<file path="config.mk">
export PLATFORM = sky130hd
export DESIGN_NAME = pogp_mul
export DESIGN_NICKNAME = d
export VERILOG_FILES = /design/src/rtl/core/pogp_pkg.sv /design/src/rtl/core/pogp_mul.sv
export SDC_FILE = /design/constraint.sdc
export NUM_CORES = 2
export LEC_CHECK = 0
export BUFFER_PORTS_ARGS = -buffer_cell sky130_fd_sc_hd__buf_2
export CORE_ASPECT_RATIO = 1.2
export CORE_MARGIN = 1.5
export CORE_UTILIZATION = 60
export CTS_CLUSTER_DIAMETER = 60
export DETAILED_ROUTE_END_ITERATION = 10
export PLACE_DENSITY = 0.77
export SYNTH_ARGS = -nofsm -noshare
export SYNTH_HDL_FRONTEND = slang
export SYNTH_SLANG_ARGS = --single-unit
</file>
<file path="constraint.sdc">
create_clock -name clk -period 16.8 [get_ports clk]
set_input_delay 0.84 -clock clk [delete_from_list [all_inputs] [get_ports clk]]
set_output_delay 0.84 -clock clk [all_outputs]
set_load 0.03 [all_outputs]
</file>
<file path="src/rtl/core/pogp_pkg.sv">
`timescale 1ns / 1ps
package pogp_pkg;

  // Field widths.
  localparam int TOK_W = 3;
  localparam int LEN_W = 16;
  localparam int ANG_W = 15;
  localparam int NECK_W = 14;
  localparam int SUM_W = 17;
  localparam int WRAP_W = 18;
  localparam int TURN_W = 15;

  // Angle format: one degree is 64 units, a full turn 360 degrees.
  localparam int FULL_TURN = 23040;
  localparam int QUARTER_TURN = 5760;
  localparam int THREE_QUARTER_TURN = 17280;

  // Turning m into 2^-32 of a turn: floor(m * 2^23 / 45), taken as
  // quotient and remainder by 45 and a remainder term.
  localparam int DIV_K = 45;
  localparam int DIV_RECIP = 1457;
  localparam int RECIP_SHIFT = 16;
  localparam int BA_SHIFT = 23;
  localparam int BA_UNIT = 186413;
  localparam int BA_FRAC_NUM = 23;
  localparam int QUOT_W = 10;
  localparam int REM_W = 6;
  localparam int BA_W = 32;

  // Shared multiplier and accumulation widths.
  localparam int MUL_W = 34;
  localparam int PROD_W = 68;
  localparam int WIDE_W = 70;
  localparam int POS_SHIFT = 30;
  localparam int VEL_SHIFT = 38;
  localparam int RATE_SHIFT = 8;

  // Rotator.
  localparam int CORDIC_ITER = 16;
  localparam int CNT_W = 5;
  localparam int IDX_W = 4;
  localparam logic signed [MUL_W-1:0] CORDIC_START = 34'sd652032874;
  localparam logic signed [MUL_W-1:0] PI_OVER_180 = 34'sd74961321;
  localparam logic signed [MUL_W-1:0] HALF_TURN_Z = 34'sd2147483648;
  localparam logic signed [MUL_W-1:0] QUARTER_Z = 34'sd1073741824;

  localparam logic [LEN_W-1:0] DIST_RESET = 16'd25600;

  // Token counts that carry new values.
  localparam logic [TOK_W-1:0] TOK_FULL = 3'd4;
  localparam logic [TOK_W-1:0] TOK_POLAR = 3'd2;
  localparam logic [TOK_W-1:0] TOK_DIR = 3'd1;

  typedef enum logic [3:0] {
    ST_IDLE, ST_WRAP, ST_QUOT, ST_TURN, ST_TRIG, ST_ISSUE, ST_TAKE, ST_DONE
  } state_t;

  typedef enum logic [2:0] {
    OP_GX, OP_GY, OP_P, OP_K, OP_DRC, OP_KS, OP_DRS, OP_KC
  } mul_op_t;

  // Arctangent of 2^-i in 2^-32 of a turn.
  function automatic logic signed [MUL_W-1:0] atan_turn(input logic [IDX_W-1:0] idx);
    logic signed [MUL_W-1:0] v;
    v = '0;
    unique case (idx)
      4'd0: v = 34'sh20000000;
      4'd1: v = 34'sh12E4051E;
      4'd2: v = 34'sh09FB385B;
      4'd3: v = 34'sh051111D4;
      4'd4: v = 34'sh028B0D43;
      4'd5: v = 34'sh0145D7E1;
      4'd6: v = 34'sh00A2F61E;
      4'd7: v = 34'sh00517C55;
      4'd8: v = 34'sh0028BE53;
      4'd9: v = 34'sh00145F2F;
      4'd10: v = 34'sh000A2F98;
      4'd11: v = 34'sh000517CC;
      4'd12: v = 34'sh00028BE6;
      4'd13: v = 34'sh000145F3;
      4'd14: v = 34'sh0000A2FA;
      4'd15: v = 34'sh0000517D;
      default: v = '0;
    endcase
    return v;
  endfunction

  // Add half an LSB and shift right arithmetically.
  function automatic logic signed [WIDE_W-1:0] round_sh(input logic signed [WIDE_W-1:0] v,
                                                        input int s);
    logic signed [WIDE_W-1:0] half;
    half = '0;
    half[s-1] = 1'b1;
    return (v + half) >>> s;
  endfunction

  // Clamp to the 16-bit signed range.
  function automatic logic signed [15:0] sat16(input logic signed [WIDE_W-1:0] v);
    logic signed [15:0] r;
    if (v > 70'sd32767) begin
      r = 16'sh7FFF;
    end else if (v < -70'sd32768) begin
      r = 16'sh8000;
    end else begin
      r = v[15:0];
    end
    return r;
  endfunction

endpackage

</file>
<file path="src/rtl/core/pogp_mul.sv">
`timescale 1ns / 1ps
module pogp_mul (
  input  logic                              clk,
  input  logic                              en,
  input  logic signed [pogp_pkg::MUL_W-1:0]  a,
  input  logic signed [pogp_pkg::MUL_W-1:0]  b,
  output logic signed [pogp_pkg::PROD_W-1:0] p
);
  import pogp_pkg::*;

  logic signed [PROD_W-1:0] p_r;

  // Signed product, registered.
  always_ff @(posedge clk) begin
    if (en) begin
      p_r <= a * b;
    end
  end

  assign p = p_r;

endmodule

</file>
==> impl_metrics.ini <==
[status]
outcome = complete, no violations

[clock_tree]
cts_resized = 0
cts.htree.levels = 3
hold_buffers = 0
cts.clk_slew.worst_paths_ns = 0.07
post-cts-setup-buffer-count = 0
clk_path_buf_depth = 2
cts-root-buf = clkbuf_16
numCtsBuffers = 9
cts_sinks = 68
cts_tree = built

[layout]
largest_reg_flops = 68
syn2layout_area_growth_pct = 3.11
drive_gt1_frac = 0.0447
nets = 6006

[yosys]
syn_inst = 4554
synthFlopType = edfxtp_1
synth-edff-count = 68
synth.distinct_cells = 69
netlist_area_mm2 = 0.0437
synth_area_per_cell_um2 = 9.60
yosysTopAreaCell = fa_1
async_flop_share = 0
synth_top_area_frac = 0.568
synth_area_leaders = fa_1 57%, inv_1 11%, and2_1 8.9%
synth_seq_cells = 68
yosysWarnings = 0
ys_seq_area_frac = 0.0467
syn-num-nets = 6069

[critical_path]
crit_required_ns = 16.95
cp-end-kind = flip-flop
max_stage_delay_ns = 1.31
worstSetupPathType = in2reg
cp_max_fo = 34
crit_top_cell = fa_1
crit_slowest_cell = fa_1
cp.arrival_ns = 9.27
worst_setup_path_start_kind = input pin
crit_chain = buf_2, nand2_1, inv_1, fa_1, fa_1, fa_1, fa_1, fa_1, fa_1, fa_1, inv_1, fa_1, inv_1, ha_1, and2_1, nand2_1, o41ai_1, a31oi_4, o31ai_4, a221oi_2, xnor2_1

[global_route]
overflow = 0
antenna_found_initial = 12
gr-usage-met2 = 0.582
grt_busiest_layer = met2
grt_max_degree = 63
grt_pass1_wl_um = 188000
grtUsageMet3 = 0.0627
grt_usage = 0.333
grt_use_met1 = 0.383
grt_pass1_vias = 34900

[timing]
min_period_ns = 9.12
fmax_mhz = 110
relSlewSlack = 0.237
slew_violations = 0
worstMarginPinSlew_ns = 1.14
finalCritPeriodShare = 0.543
finalSetupViolCount = 0
hold_violations = 0
rsz0062_at_grt = false
setup_slack_ns = 7.68
fin_tns_setup_ns = 0

[die]
die_y_um = 299
rows = 108
io_pins = 138
initial_core_util = 0.606
core_area_mm2 = 0.0722
die-width_um = 249
die-area_mm2 = 0.0745

[route]
wl_um = 116000
post-route-drc-count = 0
drt_iter0_markers = 2159
ant_nets = 0
vias = 30900
avgViaCountPerCell = 5.68
firstDrtPassIters = 6
wl_per_cell_um = 21.3

[placed_design]
pre_cts_ws_ns = 7.36
io_buffers = 137
hpwl_um = 88200
place_congestion = 0.924

[run]
cap_violations = 0

[min_path]
hp-class = in2reg
hold_depth = 1
[synth_stat cells (9+ instances only)]
| cell | n |
|---|---|
| fa_1 | 1241 |
| inv_1 | 1231 |
| and2_1 | 621 |
| nand2_1 | 542 |
| clkbuf_1 | 214 |
| ha_1 | 204 |
| edfxtp_1 | 68 |
| a21oi_1 | 61 |
| xnor2_1 | 56 |
| nor2_1 | 54 |
| a21o_1 | 37 |
| o21ai_0 | 31 |
| xor2_1 | 23 |
| nand2b_1 | 20 |
| o21bai_1 | 12 |
| nand3_1 | 11 |
| nand4_1 | 11 |
| nor2b_1 | 9 |
[path summary, 6_finish.rpt]
check	from	end
worst max-delay path	a[33]	p[66]
worst min-delay path	en	p[65]
[worst max-delay path: cells and delay by family]
| kind | cells | cell delay [ns] |
|---|---|---|
| AND/OR/NAND/NOR | 3 | 0.58 |
| XOR/XNOR | 1 | 0.13 |
| adder cells (fa/ha/maj) | 9 | 5.60 |
| AO/OA/AOI/OAI | 4 | 1.15 |
| buffers and inverters | 4 | 0.90 |
[cells by family after synthesis]
kind of cell,count (synthesis),synth area share
xor+xnor,79,0.0158
fa+ha+maj,1445,0.627
compound gates,206,0.0329
simple gates,1296,0.151
flops,68,0.0467
buf+inv,1460,0.126
[cell usage in the layout (no fill, tap or decap), types with 31 or more instances in the layout]
master / netlist / routed
edfxtp_1: 68 / 68
and2_1: 621 / 621
inv_1: 1231 / 1231
ha_1: 204 / 204
a21o_1: 37 / 37
xnor2_1: 56 / 56
o21ai_0: 31 / 31
nor2_1: 54 / 54
nand2_1: 542 / 542
a21oi_1: 61 / 61
fa_1: 1241 / 1241
buf_2: 2 / 136
[stage by stage]
| step | cell area (um^2) | std cells | hold slack (ns) | util |
|---|---|---|---|---|
| after floorplan | 43700 | 4554 | 0.952 | - |
| after global placement | 44800 | 5415 | 1.12 | 0.621 |
| after detailed placement | 44800 | 5415 | 1.12 | 0.621 |
| after CTS | 45100 | 5430 | 0.700 | 0.624 |
| after global routing | 45100 | 5430 | 0.714 | 0.624 |
| final | 45100 | 5432 | 0.716 | 0.625 |
[metal layers]
metal	up-vias	part of all wire
met2	1578	0.52
met3	541	0.083
met5	-	0.00056
met1	16000	0.33
met4	10	0.069
li1	12700	-
[area by class of cell]
class / instances / area [um^2]
multi-input combinational: 3026 / 36100
fill: 6055 / 27100
inverter: 1232 / 4620
sequential: 68 / 2040
tap: 935 / 1170
timing repair buffer: 154 / 816
clock buffer: 9 / 225
clock inverter: 6 / 42.5
antenna: 2 / 5.00
Power is not shown: default switching activity piles up to over one toggle a cycle in this logic, so the estimate is an artifact.
