$ cat src/rtl/core/pogp_pkg.sv
`timescale 1ns / 1ps
package pogp_pkg;

  // Field widths.
  localparam int TOK_W = 3;
  localparam int LEN_W = 16;
  localparam int ANG_W = 15;
  localparam int NECK_W = 14;
  localparam int SUM_W = 17;
  localparam int WRAP_W = 18;
  localparam int TURN_W = 15;

  // Angle format: one degree is 64 units, a full turn 360 degrees.
  localparam int FULL_TURN = 23040;
  localparam int QUARTER_TURN = 5760;
  localparam int THREE_QUARTER_TURN = 17280;

  // Turning m into 2^-32 of a turn: floor(m * 2^23 / 45), taken as
  // quotient and remainder by 45 and a remainder term.
  localparam int DIV_K = 45;
  localparam int DIV_RECIP = 1457;
  localparam int RECIP_SHIFT = 16;
  localparam int BA_SHIFT = 23;
  localparam int BA_UNIT = 186413;
  localparam int BA_FRAC_NUM = 23;
  localparam int QUOT_W = 10;
  localparam int REM_W = 6;
  localparam int BA_W = 32;

  // Shared multiplier and accumulation widths.
  localparam int MUL_W = 34;
  localparam int PROD_W = 68;
  localparam int WIDE_W = 70;
  localparam int POS_SHIFT = 30;
  localparam int VEL_SHIFT = 38;
  localparam int RATE_SHIFT = 8;

  // Rotator.
  localparam int CORDIC_ITER = 16;
  localparam int CNT_W = 5;
  localparam int IDX_W = 4;
  localparam logic signed [MUL_W-1:0] CORDIC_START = 34'sd652032874;
  localparam logic signed [MUL_W-1:0] PI_OVER_180 = 34'sd74961321;
  localparam logic signed [MUL_W-1:0] HALF_TURN_Z = 34'sd2147483648;
  localparam logic signed [MUL_W-1:0] QUARTER_Z = 34'sd1073741824;

  localparam logic [LEN_W-1:0] DIST_RESET = 16'd25600;

  // Token counts that carry new values.
  localparam logic [TOK_W-1:0] TOK_FULL = 3'd4;
  localparam logic [TOK_W-1:0] TOK_POLAR = 3'd2;
  localparam logic [TOK_W-1:0] TOK_DIR = 3'd1;

  typedef enum logic [3:0] {
    ST_IDLE, ST_WRAP, ST_QUOT, ST_TURN, ST_TRIG, ST_ISSUE, ST_TAKE, ST_DONE
  } state_t;

  typedef enum logic [2:0] {
    OP_GX, OP_GY, OP_P, OP_K, OP_DRC, OP_KS, OP_DRS, OP_KC
  } mul_op_t;

  // Arctangent of 2^-i in 2^-32 of a turn.
  function automatic logic signed [MUL_W-1:0] atan_turn(input logic [IDX_W-1:0] idx);
    logic signed [MUL_W-1:0] v;
    v = '0;
    unique case (idx)
      4'd0: v = 34'sh20000000;
      4'd1: v = 34'sh12E4051E;
      4'd2: v = 34'sh09FB385B;
      4'd3: v = 34'sh051111D4;
      4'd4: v = 34'sh028B0D43;
      4'd5: v = 34'sh0145D7E1;
      4'd6: v = 34'sh00A2F61E;
      4'd7: v = 34'sh00517C55;
      4'd8: v = 34'sh0028BE53;
      4'd9: v = 34'sh00145F2F;
      4'd10: v = 34'sh000A2F98;
      4'd11: v = 34'sh000517CC;
      4'd12: v = 34'sh00028BE6;
      4'd13: v = 34'sh000145F3;
      4'd14: v = 34'sh0000A2FA;
      4'd15: v = 34'sh0000517D;
      default: v = '0;
    endcase
    return v;
  endfunction

  // Add half an LSB and shift right arithmetically.
  function automatic logic signed [WIDE_W-1:0] round_sh(input logic signed [WIDE_W-1:0] v,
                                                        input int s);
    logic signed [WIDE_W-1:0] half;
    half = '0;
    half[s-1] = 1'b1;
    return (v + half) >>> s;
  endfunction

  // Clamp to the 16-bit signed range.
  function automatic logic signed [15:0] sat16(input logic signed [WIDE_W-1:0] v);
    logic signed [15:0] r;
    if (v > 70'sd32767) begin
      r = 16'sh7FFF;
    end else if (v < -70'sd32768) begin
      r = 16'sh8000;
    end else begin
      r = v[15:0];
    end
    return r;
  endfunction

endpackage

$ cat src/rtl/core/pogp_cordic.sv
`timescale 1ns / 1ps
module pogp_cordic (
  input  logic                             clk,
  input  logic                             rst_n,
  input  logic                             start,
  input  logic signed [pogp_pkg::MUL_W-1:0] z0,
  output logic                             done,
  output logic signed [pogp_pkg::MUL_W-1:0] x_out,
  output logic signed [pogp_pkg::MUL_W-1:0] y_out
);
  import pogp_pkg::*;

  logic signed [MUL_W-1:0] x_r, y_r, z_r;
  logic signed [MUL_W-1:0] x_nxt, y_nxt, z_nxt;
  logic [CNT_W-1:0] cnt_r;
  logic run_r, done_r;
  logic [IDX_W-1:0] idx;

  assign idx = cnt_r[IDX_W-1:0];

  // One rotation step, direction chosen by the sign of the residual angle.
  always_comb begin
    if (z_r >= 0) begin
      x_nxt = x_r - (y_r >>> idx);
      y_nxt = y_r + (x_r >>> idx);
      z_nxt = z_r - atan_turn(idx);
    end else begin
      x_nxt = x_r + (y_r >>> idx);
      y_nxt = y_r - (x_r >>> idx);
      z_nxt = z_r + atan_turn(idx);
    end
  end

  // Iteration counter and control.
  always_ff @(posedge clk) begin
    if (!rst_n) begin
      run_r <= 1'b0;
      done_r <= 1'b0;
      cnt_r <= '0;
    end else begin
      done_r <= 1'b0;
      if (start) begin
        run_r <= 1'b1;
        cnt_r <= '0;
      end else if (run_r) begin
        cnt_r <= cnt_r + 1'b1;
        if (cnt_r == CNT_W'(CORDIC_ITER - 1)) begin
          run_r <= 1'b0;
          done_r <= 1'b1;
        end
      end
    end
  end

  // Vector and angle registers.
  always_ff @(posedge clk) begin
    if (start) begin
      x_r <= CORDIC_START;
      y_r <= '0;
      z_r <= z0;
    end else if (run_r) begin
      x_r <= x_nxt;
      y_r <= y_nxt;
      z_r <= z_nxt;
    end
  end

  assign done = done_r;
  assign x_out = x_r;
  assign y_out = y_r;

endmodule

$ cat config.mk
export PLATFORM = sky130hd
export DESIGN_NAME = pogp_cordic
export DESIGN_NICKNAME = d
export VERILOG_FILES = /design/src/rtl/core/pogp_pkg.sv /design/src/rtl/core/pogp_cordic.sv
export SDC_FILE = /design/constraint.sdc
export NUM_CORES = 1
export LEC_CHECK = 0
export ABC_AREA = 1
export BUFFER_PORTS_ARGS = -buffer_cell sky130_fd_sc_hd__buf_2
export CAP_MARGIN = 15
export CORE_UTILIZATION = 48
export CTS_CLUSTER_SIZE = 30
export DETAILED_ROUTE_END_ITERATION = 10
export GPL_ROUTABILITY_DRIVEN = 0
export GPL_TIMING_DRIVEN = 0
export PLACE_DENSITY = 0.65
export SLEW_MARGIN = 20
export SYNTH_ARGS = -nofsm -noshare
export SYNTH_HDL_FRONTEND = slang
export SYNTH_SLANG_ARGS = --single-unit
$ cat constraint.sdc
create_clock -name clk -period 10.4 [get_ports clk]
set_clock_uncertainty 0.05 [all_clocks]
set_input_delay 1.56 -clock clk [delete_from_list [all_inputs] [get_ports clk]]
set_output_delay 1.56 -clock clk [all_outputs]
set_load 0.01 [all_outputs]
==> results.md <==
- PwrDens: 299 nW/µm²
- Status: completed
- RSZ-0062 raised after global routing: no
- Root Driver: clkbuf_16
- Worst-Skew Late Latency: 0.47 ns
- CTS Sinks: 139
- Crit path top cell by count: nand2_1
- Port bufs: 104
- DR vias/cell: 5.86
- Area Growth Syn to Fin: 10.2%
- Via Count: 19624
- # IOs: 106
- Biggest area consumer among synthesized cells: nand2_1
- Syn_nets: 2912
- CTS tree: built
- Synth warn: 0
- Core Rows: 67
- Net Sw Frac: 55.5%
- F_max: 173 MHz
- Synthesized area: 16600 µm²
- Multi-input gate area: 11900 µm²
- Req. time, crit path: 10.71 ns
- DP HPWL: 51800 µm
- Initial Utilization: 49.2%
- Data arrival time of the critical path: 6.08 ns
- Die area: 35300 µm²
- Syn avg cell area: 6.02 µm²
- Switching power total: 0.00303 W
- Post-synth EDFFs: 34
- Seq cells post-synth: 139
- Critical path type: flop to flop
- Sequential power share: 16.9%
- Worst Hold Endpoint: cnt_r[4]
- Static Leak: 9.10 nW
- Fillers: 3482
- Crit-path max cell delay: 0.76 ns
- Reg area: 3120 µm²
- Grt total ovfl: 0
- Worst-path clk slew: 0.07 ns
- Die height: 188 µm
- HP Class: flop to flop
- CP Max Fanout: 10
- Slew margin rel.: 19.0%
- Max VDD drop: 0.154 mV
- Reg2Reg Capture Point: y_out[31]
- Top post-synthesis cells by area: nand2_1 15%, dfxtp_1 13%, nand3_1 12%
- R2R setup slack: 4.63 ns
- Power Total: 0.00546 W
- DRT antenna net count: 0
- Post-CTS Setup Inserts: 0
- Setup-violating endpoint count in the final report: 0
- DP Worst Slack: 4.96 ns
- Slew Limit Fails: 0
- Comb pwr share: 71.3%
- Hold path start: cnt_r[4]
- Synth Flop Type: dfxtp_1
- Post-Syn Instances: 2761
- Placed Cells: 3314
- Final period util: 55.5%
- Crit path buffers/inverters: 5
- CP endpoint kind: flop
- Post-synthesis sequential area ratio: 18.8%
- Initial DRC count: 2500
- Post-route cell area: 18300 µm²
- Vias in the first global route: 18060
- Placed Area: 17700 µm²
- Resized Gates After CTS: 0
- CP Cell Sequence: clkbuf_1 -> clkbuf_1 -> clkbuf_1 -> o21ai_0 -> ha_1 -> a21oi_1 -> o21bai_1 -> nor2_1 -> inv_1 -> nand2_1 -> nand2_1 -> a21boi_0 -> o21bai_1 -> a21oi_1 -> o21ai_0 -> nand2_1 -> nand3_1 -> nand2_1 -> inv_1
- Htree depth: 4
- CP max stage cell: clkbuf_1
- # Max-Cap Violations: 0
- Reg2Reg Depth: 19
- Initial antenna violation count: 1
- Int Power: 0.00243 W
- Largest net degree at the start of global routing: 25
- Final WL: 64800 µm
- # nets final: 3036
- First-pass detailed-route iteration total: 9
- CTS buffer count: 17
- Distinct cell type count after synthesis: 58
- Longest Clk Path Bufs: 2
- Gr usage total: 36.2%
- Final cell count without fillers: 3346
- Core Region: 33800 µm²
- Residual DRC: 0
- Worst slew pin tran: 1.21 ns
- Hold Fails Final Rpt: 0
- Hold depth: 2
- Detail-routed net length per standard cell: 19.4 µm
- Clock share of power: 11.8%
- Cell family with most CP delay: buffers and inverters
- Synth top area share: 15.4%
- Tmin final: 5.77 ns
- Fraction of layout cells with a size suffix above 1: 10.4%
- Hold Buf Count CTS: 0
- Ant. Diodes: 0
- Worst setup margin: 4.63 ns
- Post-Route Setup TNS: 0 ns
- First-pass GRT wire length: 98800 µm
- Worst flop-to-flop path startpoint: z_r[33]
- Die X: 188 µm
- Critical path startpoint category: flop
- Asr flop ratio synth: 0%
[how the worst max path moves through the flow]
stage                         from   endpoint  slack [ns]  depth (start not counted)
after CTS                  z_r[33]  y_out[31]        4.95                         19
after global routing       z_r[33]  y_out[31]        4.46                         19
after detailed placement   z_r[33]  y_out[31]        4.96                         19
after floorplan           cnt_r[0]  y_out[29]        6.50                         27
final                      z_r[33]  y_out[31]        4.63                         19
after global placement     z_r[33]  y_out[31]        4.94                         19
[per-layer routing]
layer  up-vias  track usage, %  wire [µm]
met4         2            16.9       3100
met2      1052            53.4      26200
met1      8905            49.0      28000
met3       217            9.43       7510
li1       9448               -          -
met5         -               0         13
[power by group through the flow]
stage               Combinational [W]  Clock, W  Sequential [W]
detailed placement            0.00379         0        0.000914
floorplan                     0.00287         0        0.000844
global route                  0.00436  0.000671        0.000924
finish                        0.00390  0.000644        0.000924
CTS                           0.00381  0.000649        0.000905
global placement              0.00373         0        0.000915
[tightest hold or removal path, stage by stage, from the launching register on]
cell	delay (ns)
dfxtp_1	0.32
o21ai_0	0.13
a21oi_1	0.04
[through the flow]
stage	utilization, %	hold slack, ns
2_1_floorplan	-	0.440
3_3_place_gp	52.4	0.456
3_5_place_dp	52.4	0.470
4_1_cts	54.2	0.480
5_1_grt	54.2	0.519
6_report	54.2	0.485
[cells in the mapped netlist, types with 23 or more instances]
master,n
a21oi_1,151
a31oi_1,24
buf_2,28
clkbuf_1,44
dfxtp_1,105
edfxtp_1,34
ha_1,111
inv_1,281
nand2_1,681
nand3_1,406
nor2_1,276
nor3_1,33
o21ai_0,154
o21ai_1,23
or2_2,32
xnor2_1,30
xor2_1,93
[cell type report]
| class | instances | area share, % |
|---|---|---|
| Multi-Input combinational cell | 2220 | 64.9 |
| Sequential cell | 139 | 17.1 |
| Inverter | 300 | 6.15 |
| Tap cell | 448 | 3.06 |
| Timing Repair Buffer | 105 | 2.95 |
| Buffer | 102 | 2.67 |
| Clock buffer | 18 | 2.46 |
| Clock inverter | 14 | 0.786 |
[logic make-up (layout without fill, tap and decap cells)]
| logic type | after synthesis | count (layout) | synth area share (%) |
|---|---|---|---|
| flops | 139 | 139 | 18.8 |
| xor+xnor | 123 | 123 | 6.49 |
| fa+ha+maj | 114 | 114 | 8.72 |
| compound gates | 464 | 464 | 16.1 |
| buf+inv | 402 | 539 | 9.73 |
| simple gates | 1519 | 1519 | 40.1 |
[cells in the final DEF (no fill, tap or decap), drive strengths merged, types with 14 or more instances in the layout]
master  netlist  layout
a31oi        24      24
edfxtp       34      34
ha          111     111
o21ai       193     193
xnor2        30      30
xor2         93      93
clkbuf       44      62
a21oi       152     152
dfxtp       105     105
buf          58     163
nand2       701     701
a21boi       14      14
nand3       421     421
inv         297     306
nor3         36      36
or2          33      33
nand4        18      18
nor2        294     294
No activity file was read; power rests on OpenSTA's default activity.
